`config.mk`:
```
export PLATFORM = sky130hd
export DESIGN_NAME = gfl_ram
export DESIGN_NICKNAME = d
export VERILOG_FILES = /design/src/rtl/gfl_ram.sv
export SDC_FILE = /design/constraint.sdc
export NUM_CORES = 1
export LEC_CHECK = 0
export BUFFER_PORTS_ARGS = -buffer_cell sky130_fd_sc_hd__buf_4
export CAP_MARGIN = 25
export CORE_ASPECT_RATIO = 1.75
export CORE_MARGIN = 5
export CORE_UTILIZATION = 25
export CTS_CLUSTER_SIZE = 12
export DETAILED_ROUTE_END_ITERATION = 8
export GPL_ROUTABILITY_DRIVEN = 0
export PLACE_DENSITY = 0.46
export SYNTH_ARGS = -nofsm -noshare
export SYNTH_HDL_FRONTEND = slang
export SYNTH_SLANG_ARGS = --single-unit
export TNS_END_PERCENT = 10
```
`constraint.sdc`:
```
create_clock -name clk_i -period 2.3 [get_ports clk_i]
set_input_delay 0.115 -clock clk_i [delete_from_list [all_inputs] [get_ports clk_i]]
set_output_delay 0.115 -clock clk_i [all_outputs]
set_load 0.005 [all_outputs]
```
`src/rtl/gfl_ram.sv`:
```
`timescale 1ns / 1ps
`default_nettype none

module gfl_ram #(
  parameter int unsigned Width = 8,
  parameter int unsigned Depth = 16,
  localparam int unsigned AddrW = (Depth > 1) ? $clog2(Depth) : 1
) (
  input  wire logic             clk_i,
  input  wire logic             we_i,
  input  wire logic [AddrW-1:0] waddr_i,
  input  wire logic [Width-1:0] wdata_i,
  input  wire logic             re_i,
  input  wire logic [AddrW-1:0] raddr_i,
  output logic      [Width-1:0] rdata_o
);

  logic [Width-1:0] mem_q [Depth];

  // Write one word, read one word with registered data
  always_ff @(posedge clk_i) begin
    if (we_i) begin
      mem_q[waddr_i] <= wdata_i;
    end
    if (re_i) begin
      rdata_o <= mem_q[raddr_i];
    end
  end

endmodule

`default_nettype wire

```
---- After elaboration in Yosys (flattened, before gate mapping) ----
Memories as Yosys holds them, arrays and structs flattened. A register that Yosys moved wholly into a read port is not among the register bits.
Cells that the tools add are included.
word-level totals
  register bits ........................... 0
  bits in latches ......................... 0
  RAM bits ................................ 128
  bits in read-only memories .............. 0
  input bits .............................. 19
  output and inout bits ................... 8
  word-level logic and storage cells ...... 3
  memories ................................ 1
cells by class
  add/sub/neg operators ................... 0
  multipliers ............................. 0
  divide/modulo/power cells ............... 0
  $lt $le $gt $ge ......................... 0
  equality and inequality tests ........... 0
  shift operators ......................... 0
  mux-type cells .......................... 2
  bitwise logic cells ..................... 0
  reduce and logical (&&, ||, !) cells .... 0
memories
  name   words  width  read ports  clocked after Yosys merged registers in  write ports  RTL line  text
  mem_q  16     8      1           1                                        1            18        logic [Width-1:0] mem_q [Depth];
operator list
  operator           number
  two-way mux 1 bit  2

---- Depth between registers and ports, before layout ----
  word-level depth ........................ 2
  gate-level depth with buffers ........... 5
  depth with buffers taken out ............ 3

---- Worst setup path after synthesis ----
OpenSTA, ideal clock, no wires.
  kind .................................... input to register
  start point ............................. in waddr_i[2]
  end point ............................... mem mem_q[0][0], enable pin
  library setup time ...................... 0.383 ns
  arrival time ............................ 1.225 ns
  data required time ...................... 1.917 ns
  path slack .............................. 0.692 ns
  stages on the path ...................... 2
  path buffers ............................ 0
  cells stage by stage .................... or3b_2 -> nor3_1
RTL lines
  element             RTL line  text
  start: declaration  11        input wire logic [AddrW-1:0] waddr_i,
  end: declaration    18
Straight into the memory's write port.

==> results.tsv <==
metric	value	unit
Post-Synthesis Cells	229	
global-route wire length before repair	16.88	mm
Core ar.	20760	µm²
sequential cell area	4084	µm²
Die Ht	201.3	µm
WL met3	381	µm
FP Rows	70	
DR vias	2442	
Port Buffers	26	
number of vias per cell	4.416	
post-synth top area share	78.12	%
vias in the first global route	2684	
Die Wd	119.3	µm
Initial DRC Count	184	
Tot GR Track Use	9.812	%
DP Area	5837	µm²
synthesized area	5228	µm²
worst hold path type	input pin to register	
CP Max Fanout	1	
largest family of logic cells by synthesized area	multiplexers	
worst-margin pin slew	0.6384	ns
CTS Buf Count	17	
drt total wl	11.06	mm
adder-cell share of the synthesized area	0	%
fin util	31.26	%
num ports	27	
WL/cell	20.00	µm
dpl ws	0.4724	ns
Synth Register Bits	136	
antenna diode count	0	
worst vdd ir	453.3	µV
post-synthesis xor/xnor area fraction	0	%
Final Setup Violations	0	
P_leak	2.171	nW
Mapped Avg Cell Area	22.83	µm²
Die ar.	24020	µm²
root buffer cell	clkbuf_16	
DR DRC count	0	
Crit Path Class	register to register	
area leader, netlist	edfxtp_1	
Setup Skew	0.004809	ns
Startpoint Class	register	
area grow syn2layout	24.13	%
htree depth	4	
drt first pass iters	4	
pin count of the biggest net entering global routing	22	
critical-path cell list	mux4_2 > a22oi_1 > nand2_1	
CP peak stage delay	0.49	ns
met2 routed WL	6.450	mm
area of the multi-input gates	1057	µm²
post-synthesis sequential area ratio	78.12	%
initial antenna violation count	0	
count of cell types in the netlist	18	
grt ovf	0	
CTS Sinks	136	
fill count	1947	
share of cells above drive strength 1	32.56	%
Arr. time, crit path	1.63	ns
uppermost layer routed	met4	
critical path required time	2.46	ns
Final min period	1.473	ns
Cell Pwr Density	922.6	nW/µm²
CTS tree	yes	
commonest non-fill, non-tap cell in the layout	edfxtp_1	
clock buffer depth	2	
Setup TNS	0	ns
endpoints failing hold	0	
Initial Util	25.18	%
Mapped Nets	248	
final instance area	6489	µm²
commonest cells after routing, fill and taps aside	edfxtp_1 (136), buf_4 (48), mux4_2 (18)	
hpwl dp	7.885	mm
simple-gate area share of the yosys netlist	3.135	%
M1 wire length	3.988	mm
Final Max Tran Viols	0	
relative slew slack	57.11	%
post-synthesis compound-gate area fraction	2.298	%
max-cap viol count	0	
status	finished, final reports clean	
Yosys Warn Count	0	
Final ANT Viol Nets	0	
post-synthesis mux area share	14.79	%
Post-CTS Resized	0	
nets	308	
final period utilization	64.05	%
CTS clk-pin slew, worst paths	0.06	ns
final setup margin	0.8268	ns
crit end category	register	
synth top area cells	edfxtp_1 (78%), mux4_2 (7.8%), mux4_1 (7.0%)	
RSZ-0062 raised after global routing	false	
Max Freq	0.6788	GHz
worst skew pair latency	0.41	ns
Slowest-stage cell, CP	mux4_2	
## layout make-up
type	instances	share of cell area [%]
well taps	252	4.859
clock inverters	13	3.124
clock buffers	18	6.614
repair buffers	51	6.170
multi-input cells	83	16.29
flip-flops and latches	136	62.94
## power breakdown
part	total (W)	internal (W)	switching (W)	leakage [nW]
combinational	0.000275	0.000128	0.000148	0.629
sequential	0.00281	0.00279	0.0000134	1.24
clock	0.00290	0.00191	0.000993	0.306
total	0.00599	0.00483	0.00115	2.17
## state kept, by name, indices dropped and copies added, names as in the netlist
| signal | flops |
|---|---|
| mem_q | 128 |
| rdata_o | 8 |
## timing repair
item,4_1_cts,5_1_grt
endpoints found under the hold margin,24,0
buffers inserted,0,0
hold buffers,2,0
## stage by stage
step                      hold slack, ns  power, W  cells
after CTS                       0.001085  0.006053    553
after global routing             0.01488  0.006186    553
after floorplan                   0.2139  0.002996    229
after global placement            0.4090  0.003135    520
final                           0.007643  0.005987    553
after detailed placement          0.4263  0.003142    520
## Yosys cell counts
| cell type | n |
|---|---|
| nor2b_1 | 1 |
| edfxtp_1 | 136 |
| mux4_2 | 18 |
| buf_4 | 1 |
| or3b_2 | 1 |
| nor2_1 | 13 |
| nand2_1 | 9 |
| and2b_1 | 1 |
| and2_1 | 1 |
| nand3b_1 | 2 |
| buf_6 | 3 |
| mux4_1 | 14 |
| a22oi_1 | 16 |
| clkdlybuf4s25_2 | 3 |
| nand2b_1 | 2 |
| buf_2 | 3 |
| nand3_1 | 1 |
| nor3_1 | 4 |
## kinds of logic after synthesis
kind of cell,after synthesis
flops,136
simple gates,35
mux,32
compound gates,16
buf+inv,10
## metal layers
metal  track usage, %  vias up
met3            2.559       16
met2            18.53       55
li1                 -     1098
met4            4.547        0
met5                0        -
met1            9.857     1273
## worst max-delay path: cells and delay by family (launching register included)
| family | cells | cell delay, ns |
|---|---|---|
| AND/OR/NAND/NOR | 1 | 0.10 |
| flip-flops | 1 | 0.36 |
| AO/OA/AOI/OAI | 1 | 0.27 |
| multiplexers | 1 | 0.49 |
## final timing paths
kind | cells past startpoint | slack [ns] | end | from
worst min register to register | 3 | 0.76 | rdata_o[2] | mem_q[8][2]
worst max register to register | 3 | 0.83 | rdata_o[7] | mem_q[3][7]
worst min-delay path | 1 | 0.008 | mem_q[10][2] | wdata_i[2]
worst max-delay path | 3 | 0.83 | rdata_o[7] | mem_q[3][7]
Power figures use the tool's default switching activity.
