===== config.mk =====
export PLATFORM = sky130hd
export DESIGN_NAME = gfl_dist_cell
export DESIGN_NICKNAME = d
export VERILOG_FILES = /design/src/rtl/gfl_pkg.sv /design/src/rtl/gfl_dist_cell.sv
export SDC_FILE = /design/constraint.sdc
export NUM_CORES = 1
export LEC_CHECK = 0
export ABC_AREA = 1
export BUFFER_PORTS_ARGS = -buffer_cell sky130_fd_sc_hd__buf_2
export CORE_ASPECT_RATIO = 0.8
export CORE_MARGIN = 2
export CORE_UTILIZATION = 50
export DETAILED_ROUTE_END_ITERATION = 10
export PLACE_DENSITY_LB_ADDON = 0.08
export SYNTH_ARGS = -nofsm -noshare
export SYNTH_HDL_FRONTEND = slang
export SYNTH_SLANG_ARGS = --single-unit

===== constraint.sdc =====
create_clock -name clk_i -period 9 [get_ports clk_i]
set_input_delay 1.35 -clock clk_i [delete_from_list [all_inputs] [get_ports clk_i]]
set_output_delay 1.35 -clock clk_i [all_outputs]
set_load 0.02 [all_outputs]

===== src/rtl/gfl_pkg.sv =====
`timescale 1ns / 1ps
`default_nettype none

package gfl_pkg;

  // Default sizes of the block
  localparam int unsigned NumOrderParamsDef = 6;
  localparam int unsigned MaxGrainsDef      = 256;
  localparam int unsigned DimensionsDef     = 3;

  // Field widths
  localparam int unsigned CoordW  = 16;
  localparam int unsigned LabelW  = 16;
  localparam int unsigned ParamW  = 3;
  localparam int unsigned RadiusW = 16;
  localparam int unsigned CenterW = 3 * CoordW;
  localparam int unsigned EntryW  = LabelW + ParamW + RadiusW + CenterW;
  // Squared distance over up to three dimensions
  localparam int unsigned D2W     = 34;
  localparam int unsigned CfgDataW = 16;

  // Reset value of the sum threshold (0.01 in Q2.13)
  localparam logic [14:0] SumThresholdRst = 15'd82;
  // -1.0 in Q2.13
  localparam logic signed [15:0] MinusOneQ13 = -16'sd8192;

  typedef enum logic [0:0] {
    OP_WRITE = 1'b0,
    OP_POINT = 1'b1
  } gfl_op_e;

  typedef enum logic [1:0] {
    CFG_HALF_BUFFER   = 2'd0,
    CFG_GRAIN_COUNT   = 2'd1,
    CFG_SUM_THRESHOLD = 2'd2
  } gfl_cfg_e;

  typedef enum logic [1:0] {
    ST_IDLE,
    ST_SCAN,
    ST_DRAIN,
    ST_DONE
  } gfl_state_e;

  // One table entry travelling down the distance chain
  typedef struct packed {
    logic               valid;
    logic               last;
    logic [LabelW-1:0]  label;
    logic [ParamW-1:0]  param;
    logic [RadiusW-1:0] radius;
    logic [CenterW-1:0] center;
    logic [D2W-1:0]     acc;
  } gfl_cell_t;

endpackage

`default_nettype wire


===== src/rtl/gfl_dist_cell.sv =====
`timescale 1ns / 1ps
`default_nettype none

module gfl_dist_cell #(
  parameter int unsigned CellIdx = 0
) (
  input  wire logic                   clk_i,
  input  wire logic                   rst_ni,
  input  wire logic [15:0]            point_coord_i,
  input  wire gfl_pkg::gfl_cell_t     cell_i,
  output gfl_pkg::gfl_cell_t          cell_o
);
  import gfl_pkg::*;

  gfl_cell_t          a_q, b_q;
  logic signed [16:0] diff_d, diff_q;
  logic signed [33:0] prod;
  logic [31:0]        sq_q;

  // Difference of this cell's coordinate
  assign diff_d = 17'($signed(point_coord_i)) -
                  17'($signed(cell_i.center[CellIdx*CoordW +: CoordW]));
  assign prod   = 34'(diff_q) * 34'(diff_q);

  // Advance entry and valid flag, square, then accumulate on the way out
  always_ff @(posedge clk_i or negedge rst_ni) begin
    if (!rst_ni) begin
      a_q    <= '0;
      b_q    <= '0;
      diff_q <= '0;
      sq_q   <= '0;
    end else begin
      a_q    <= cell_i;
      diff_q <= diff_d;
      b_q    <= a_q;
      sq_q   <= prod[31:0];
    end
  end

  always_comb begin
    cell_o     = b_q;
    cell_o.acc = b_q.acc + D2W'(sq_q);
  end

endmodule

`default_nettype wire


**Word-level counts from Yosys, hierarchy flattened**

Index checks and enable logic that the tools add are counted.

- Flip-flop bits (word level): 287
- Output and inout bits: 119
- Word-level logic and storage cells: 19
- Input port bits: 137

- Add/subtract/negate cells: 2
- $mul: 1

Operators by type and width:

| cell | count |
|---|---|
| $add 34x32->34 | 1 |
| $mul 17x17->32 | 1 |
| $sub 16x16->17 | 1 |

**Logic depth before layout (Yosys ltp)**

- Word-level depth: 1
- Depth in mapped cells: 26
- Depth with buffers taken out: 24

**Worst setup path after synthesis**

OpenSTA, ideal clock, no wires.

- Kind: reg2reg
- From: register diff_q[4]
- To: register sq_q[31]
- Data required time: 8884 ps
- Period minus slack after synthesis: 5652 ps
- Setup time: 116 ps
- Path buffers: 2
- Slack: 3348 ps
- Cell stages (with the launch flop): 25
- Arrival: 5536 ps
- Cells stage by stage: dfrtp_1 > clkbuf_1 > clkbuf_1 > nand2_1 > fa_1 > inv_1 > fa_1 > inv_1 > fa_1 > inv_1 > fa_1 > fa_1 > inv_1 > fa_1 > inv_1 > ha_1 > nand2_1 > nor2_1 > nand2_1 > nor3_1 > nand2_1 > nand2_1 > inv_1 > nand2_1 > nand2_1

- Cells in the longest elaborated chain, start to end: 1

RTL lines:

| item | RTL line | text |
|---|---|---|
| start: declaration | gfl_dist_cell.sv:16 | `logic signed [16:0] diff_d, diff_q;` |
| start signal: assignment | gfl_dist_cell.sv:34 | `diff_q <= diff_d;` |
| $mul 17x17->32 | gfl_dist_cell.sv:23 | `assign prod = 34'(diff_q) * 34'(diff_q);` |
| via prod[31] | gfl_dist_cell.sv:17 | `logic signed [33:0] prod;` |
| end signal: assignment | gfl_dist_cell.sv:36 | `sq_q <= prod[31:0];` |
| end: declaration | gfl_dist_cell.sv:18 | `logic [31:0] sq_q;` |

The timed path passes the listed nets, and every way through them passes these cells.

**Final worst setup path**

- From: register diff_q[3]
- To: register sq_q[27]

Same word-level chain as after synthesis.

==> impl_results.md <==
- Clock-pin slew on the worst setup and hold paths: 0.06 ns
- FFs w/ async S/R, synth: 1.00
- Cell type with the largest total area after synthesis: dfrtp_1
- CTS tree: yes
- #FFs+latches synth: 286
- Core Area: 40,900 sq um
- Overall via count from detail_route: 13,800
- Cell at the root of the clock tree: clkbuf_16
- CP bufs+invs: 3
- Most frequent cell after synthesis: inv_1
- Hold buffers post-CTS: 0
- Number of I/O port buffers: 255
- Crit path max-delay cell type: dfrtp_1
- Top area cells in the synthesized netlist: dfrtp_1 (34%), fa_1 (25%), inv_1 (9.6%)
- Fraction of layout instances using a drive strength above 1: 0.149
- Dominant combinational cell family by area after synthesis: adder cells
- Count of endpoints failing setup in the final report: 0
- Final-layout worst hold slack: 0.345 ns
- Detailed placement HPWL: 38.6 mm
- Number of buffers inserted by post-CTS setup repair: 0
- Num rows: 66
- Cell chain of the critical path: nand2_1 > fa_1 > inv_1 > fa_1 > inv_1 > fa_1 > fa_1 > inv_1 > fa_1 > fa_1 > ha_1 > nand2_1 > nor3_1 > nand3_1 > nand3_1 > nand2_1 > nand2_1
- Required arrival time at the worst endpoint: 9.49 ns
- Total count of max-transition violations in the final report: 0
- Global-route wire length before repair: 77.8 mm
- Maximum level of the CTS H-tree: 1
- Count of inserted antenna diode cells: 0
- Number of synthesis warnings: 0
- Clock tree sinks: 286
- Number of global-route vias before repair: 15,100
- Dominant delay contributor by cell family on the critical path: adder cells
- Die footprint: 43,400 sq um
- Cells resized by post-CTS repair: 0
- Worst path arrival time: 6.62 ns
- Number of CTS-inserted buffers: 29
- GRT Util Overall: 0.225
- Syn_nets: 2,707
- First-pass iteration count of the detailed router: 5
- Register area share after synthesis: 0.343
- Share of synthesized cell area in full adder, half adder and majority cells: 0.325
- Final antenna-violating net count: 0
- Post-synth EDFFs: 0
- Number of top-level pins: 256
- Skew-Pair Late Insertion Delay: 0.57 ns
- Worst setup slack before clock tree synthesis: 2.86 ns
- Post-synth design cell area: 20,800 sq um
- Die Ht: 187 um
- Setup repair after global routing missed its margin: false
- NumNets Final: 2,874
- Iteration-0 DRC Markers: 714
- Area fraction in compound gates after synthesis: 0.0443
- Number of design rule violations left after detail routing: 0
- Die X: 232 um
- Post-detailed-route wirelength per cell: 16.1 um
- Initial Util: 0.510
- Path type of the worst min-delay path: reg2reg
- Portion of the clock cycle consumed by the worst path in the final layout: 0.680
- Share of Yosys cell area claimed by the top area cell type: 0.343
- Status: finished clean
- Final worst setup slack: 2.88 ns
- Slew headroom: 0.382
- Fin area: 23,200 sq um
- Actual slew at the worst max-slew pin: 0.927 ns
- Highest cell delay on the worst timing path: 0.85 ns
- Top flip-flop cell by instance count after synthesis: dfrtp_1
- CTS Buffer Depth: 3
- Area Overhead vs Synth: 11.1%
- Accumulated negative setup slack: 0 ns
- Placed instance area: 22,100 sq um
- Achievable Freq: 163 MHz
- Initial antenna violation count: 0
- Max cap viols: 0
- Critical path's most frequent cell: fa_1
- Cells after Synth: 2,182
- Routability-driven placement congestion ratio: 0.908
- Maximum number of pins on one net before global-route repair: 159
- Critical path peak fanout: 18
- Final hold viol count: 0
- Area fraction in and, or, nand and nor cells after synthesis: 0.126
- Post-synthesis xor/xnor area fraction: 0.0277
- Leading cell types by count after synthesis: inv_1 (532), nand2_1 (393), dfrtp_1 (286)
- Number of vias per cell after detailed routing: 4.75
- Count of different cell masters after synthesis: 44
- Critical path capture point type: flop
- Syn_area_per_cell: 9.55 sq um
- Mux cell area share after synthesis: 0
- Post-route clock skew: 0.00837 ns
- Remaining Overflow, GRT: 0
- Category of the most critical setup path: reg2reg
- DRT Wirelength: 46.8 mm
- Startpoint class of the critical path: flop
- Minimum clock period: 6.12 ns
==> sequential cells by signal (all words and copies together), names as in the netlist <==
signal	count
cell_o	85
diff_q	17
b_q	34
sq_q	31
a_q	119
==> cell families (layout without fill, tap and decap cells) <==
| family | count (synthesis) | after routing |
|---|---|---|
| AND/OR/NAND/NOR | 623 | 623 |
| buffers and inverters | 655 | 845 |
| flip-flops | 286 | 286 |
| adder cells (fa/ha/maj) | 388 | 388 |
| XOR/XNOR | 66 | 66 |
| AO/OA/AOI/OAI | 164 | 164 |
==> final cells by class <==
type / instances / area, sq um
multi-input cells: 1241 / 10900
inverters: 535 / 2010
well taps: 544 / 681
flip-flops and latches: 286 / 7160
clock inverters: 19 / 307
clock buffers: 35 / 788
repair buffers: 256 / 1310
fillers: 3662 / 17700
==> cell usage in the layout, fill, tap and decap left out, types with 3 or more instances in the layout <==
cell type / count
a21boi_0: 4
a21o_1: 5
a21oi_1: 82
a21oi_2: 3
and3_1: 3
buf_2: 254
bufinv_16: 7
clkbuf_16: 29
clkbuf_8: 4
clkinv_2: 7
dfrtp_1: 286
fa_1: 257
ha_1: 131
inv_1: 532
nand2_1: 393
nand2_2: 13
nand3_1: 65
nand3_2: 4
nand3b_1: 3
nand4_1: 11
nor2_1: 96
nor2_2: 7
nor3_1: 13
nor3_2: 5
o21a_1: 4
o21ai_0: 39
o21ai_1: 8
o21bai_1: 8
or2_2: 4
xnor2_1: 15
xor2_1: 51
==> final timing paths <==
path | start | cells after the start | endpoint | slack [ns]
min in group asynchronous | rst_ni | 1 | cell_o[71]$_DFF_PN0_ | 0.88
setup reg to reg | diff_q[3]$_DFF_PN0_ | 17 | sq_q[27]$_DFF_PN0_ | 2.88
hold / removal | a_q[59]$_DFF_PN0_ | 0 | cell_o[59]$_DFF_PN0_ | 0.34
max in group asynchronous | rst_ni | 2 | cell_o[49]$_DFF_PN0_ | 6.70
setup / recovery | diff_q[3]$_DFF_PN0_ | 17 | sq_q[27]$_DFF_PN0_ | 2.88
hold reg to reg | a_q[59]$_DFF_PN0_ | 0 | cell_o[59]$_DFF_PN0_ | 0.34
==> metrics by stage <==
step,std cells,util
2_1_floorplan,2182,-
3_3_place_gp,2862,0.540
3_5_place_dp,2862,0.540
4_1_cts,2916,0.567
5_1_grt,2916,0.567
6_report,2916,0.567
==> layer usage <==
layer,GRT usage,share of wire,up-vias
li1,-,-,6714
met1,0.326,0.47,6744
met2,0.367,0.46,323
met3,0.0289,0.050,59
met4,0.0471,0.021,0
met5,0,0,-
Power is left out: the tool's default activity adds up to more than one toggle a clock period on the data nets, which glitch-free logic cannot reach.
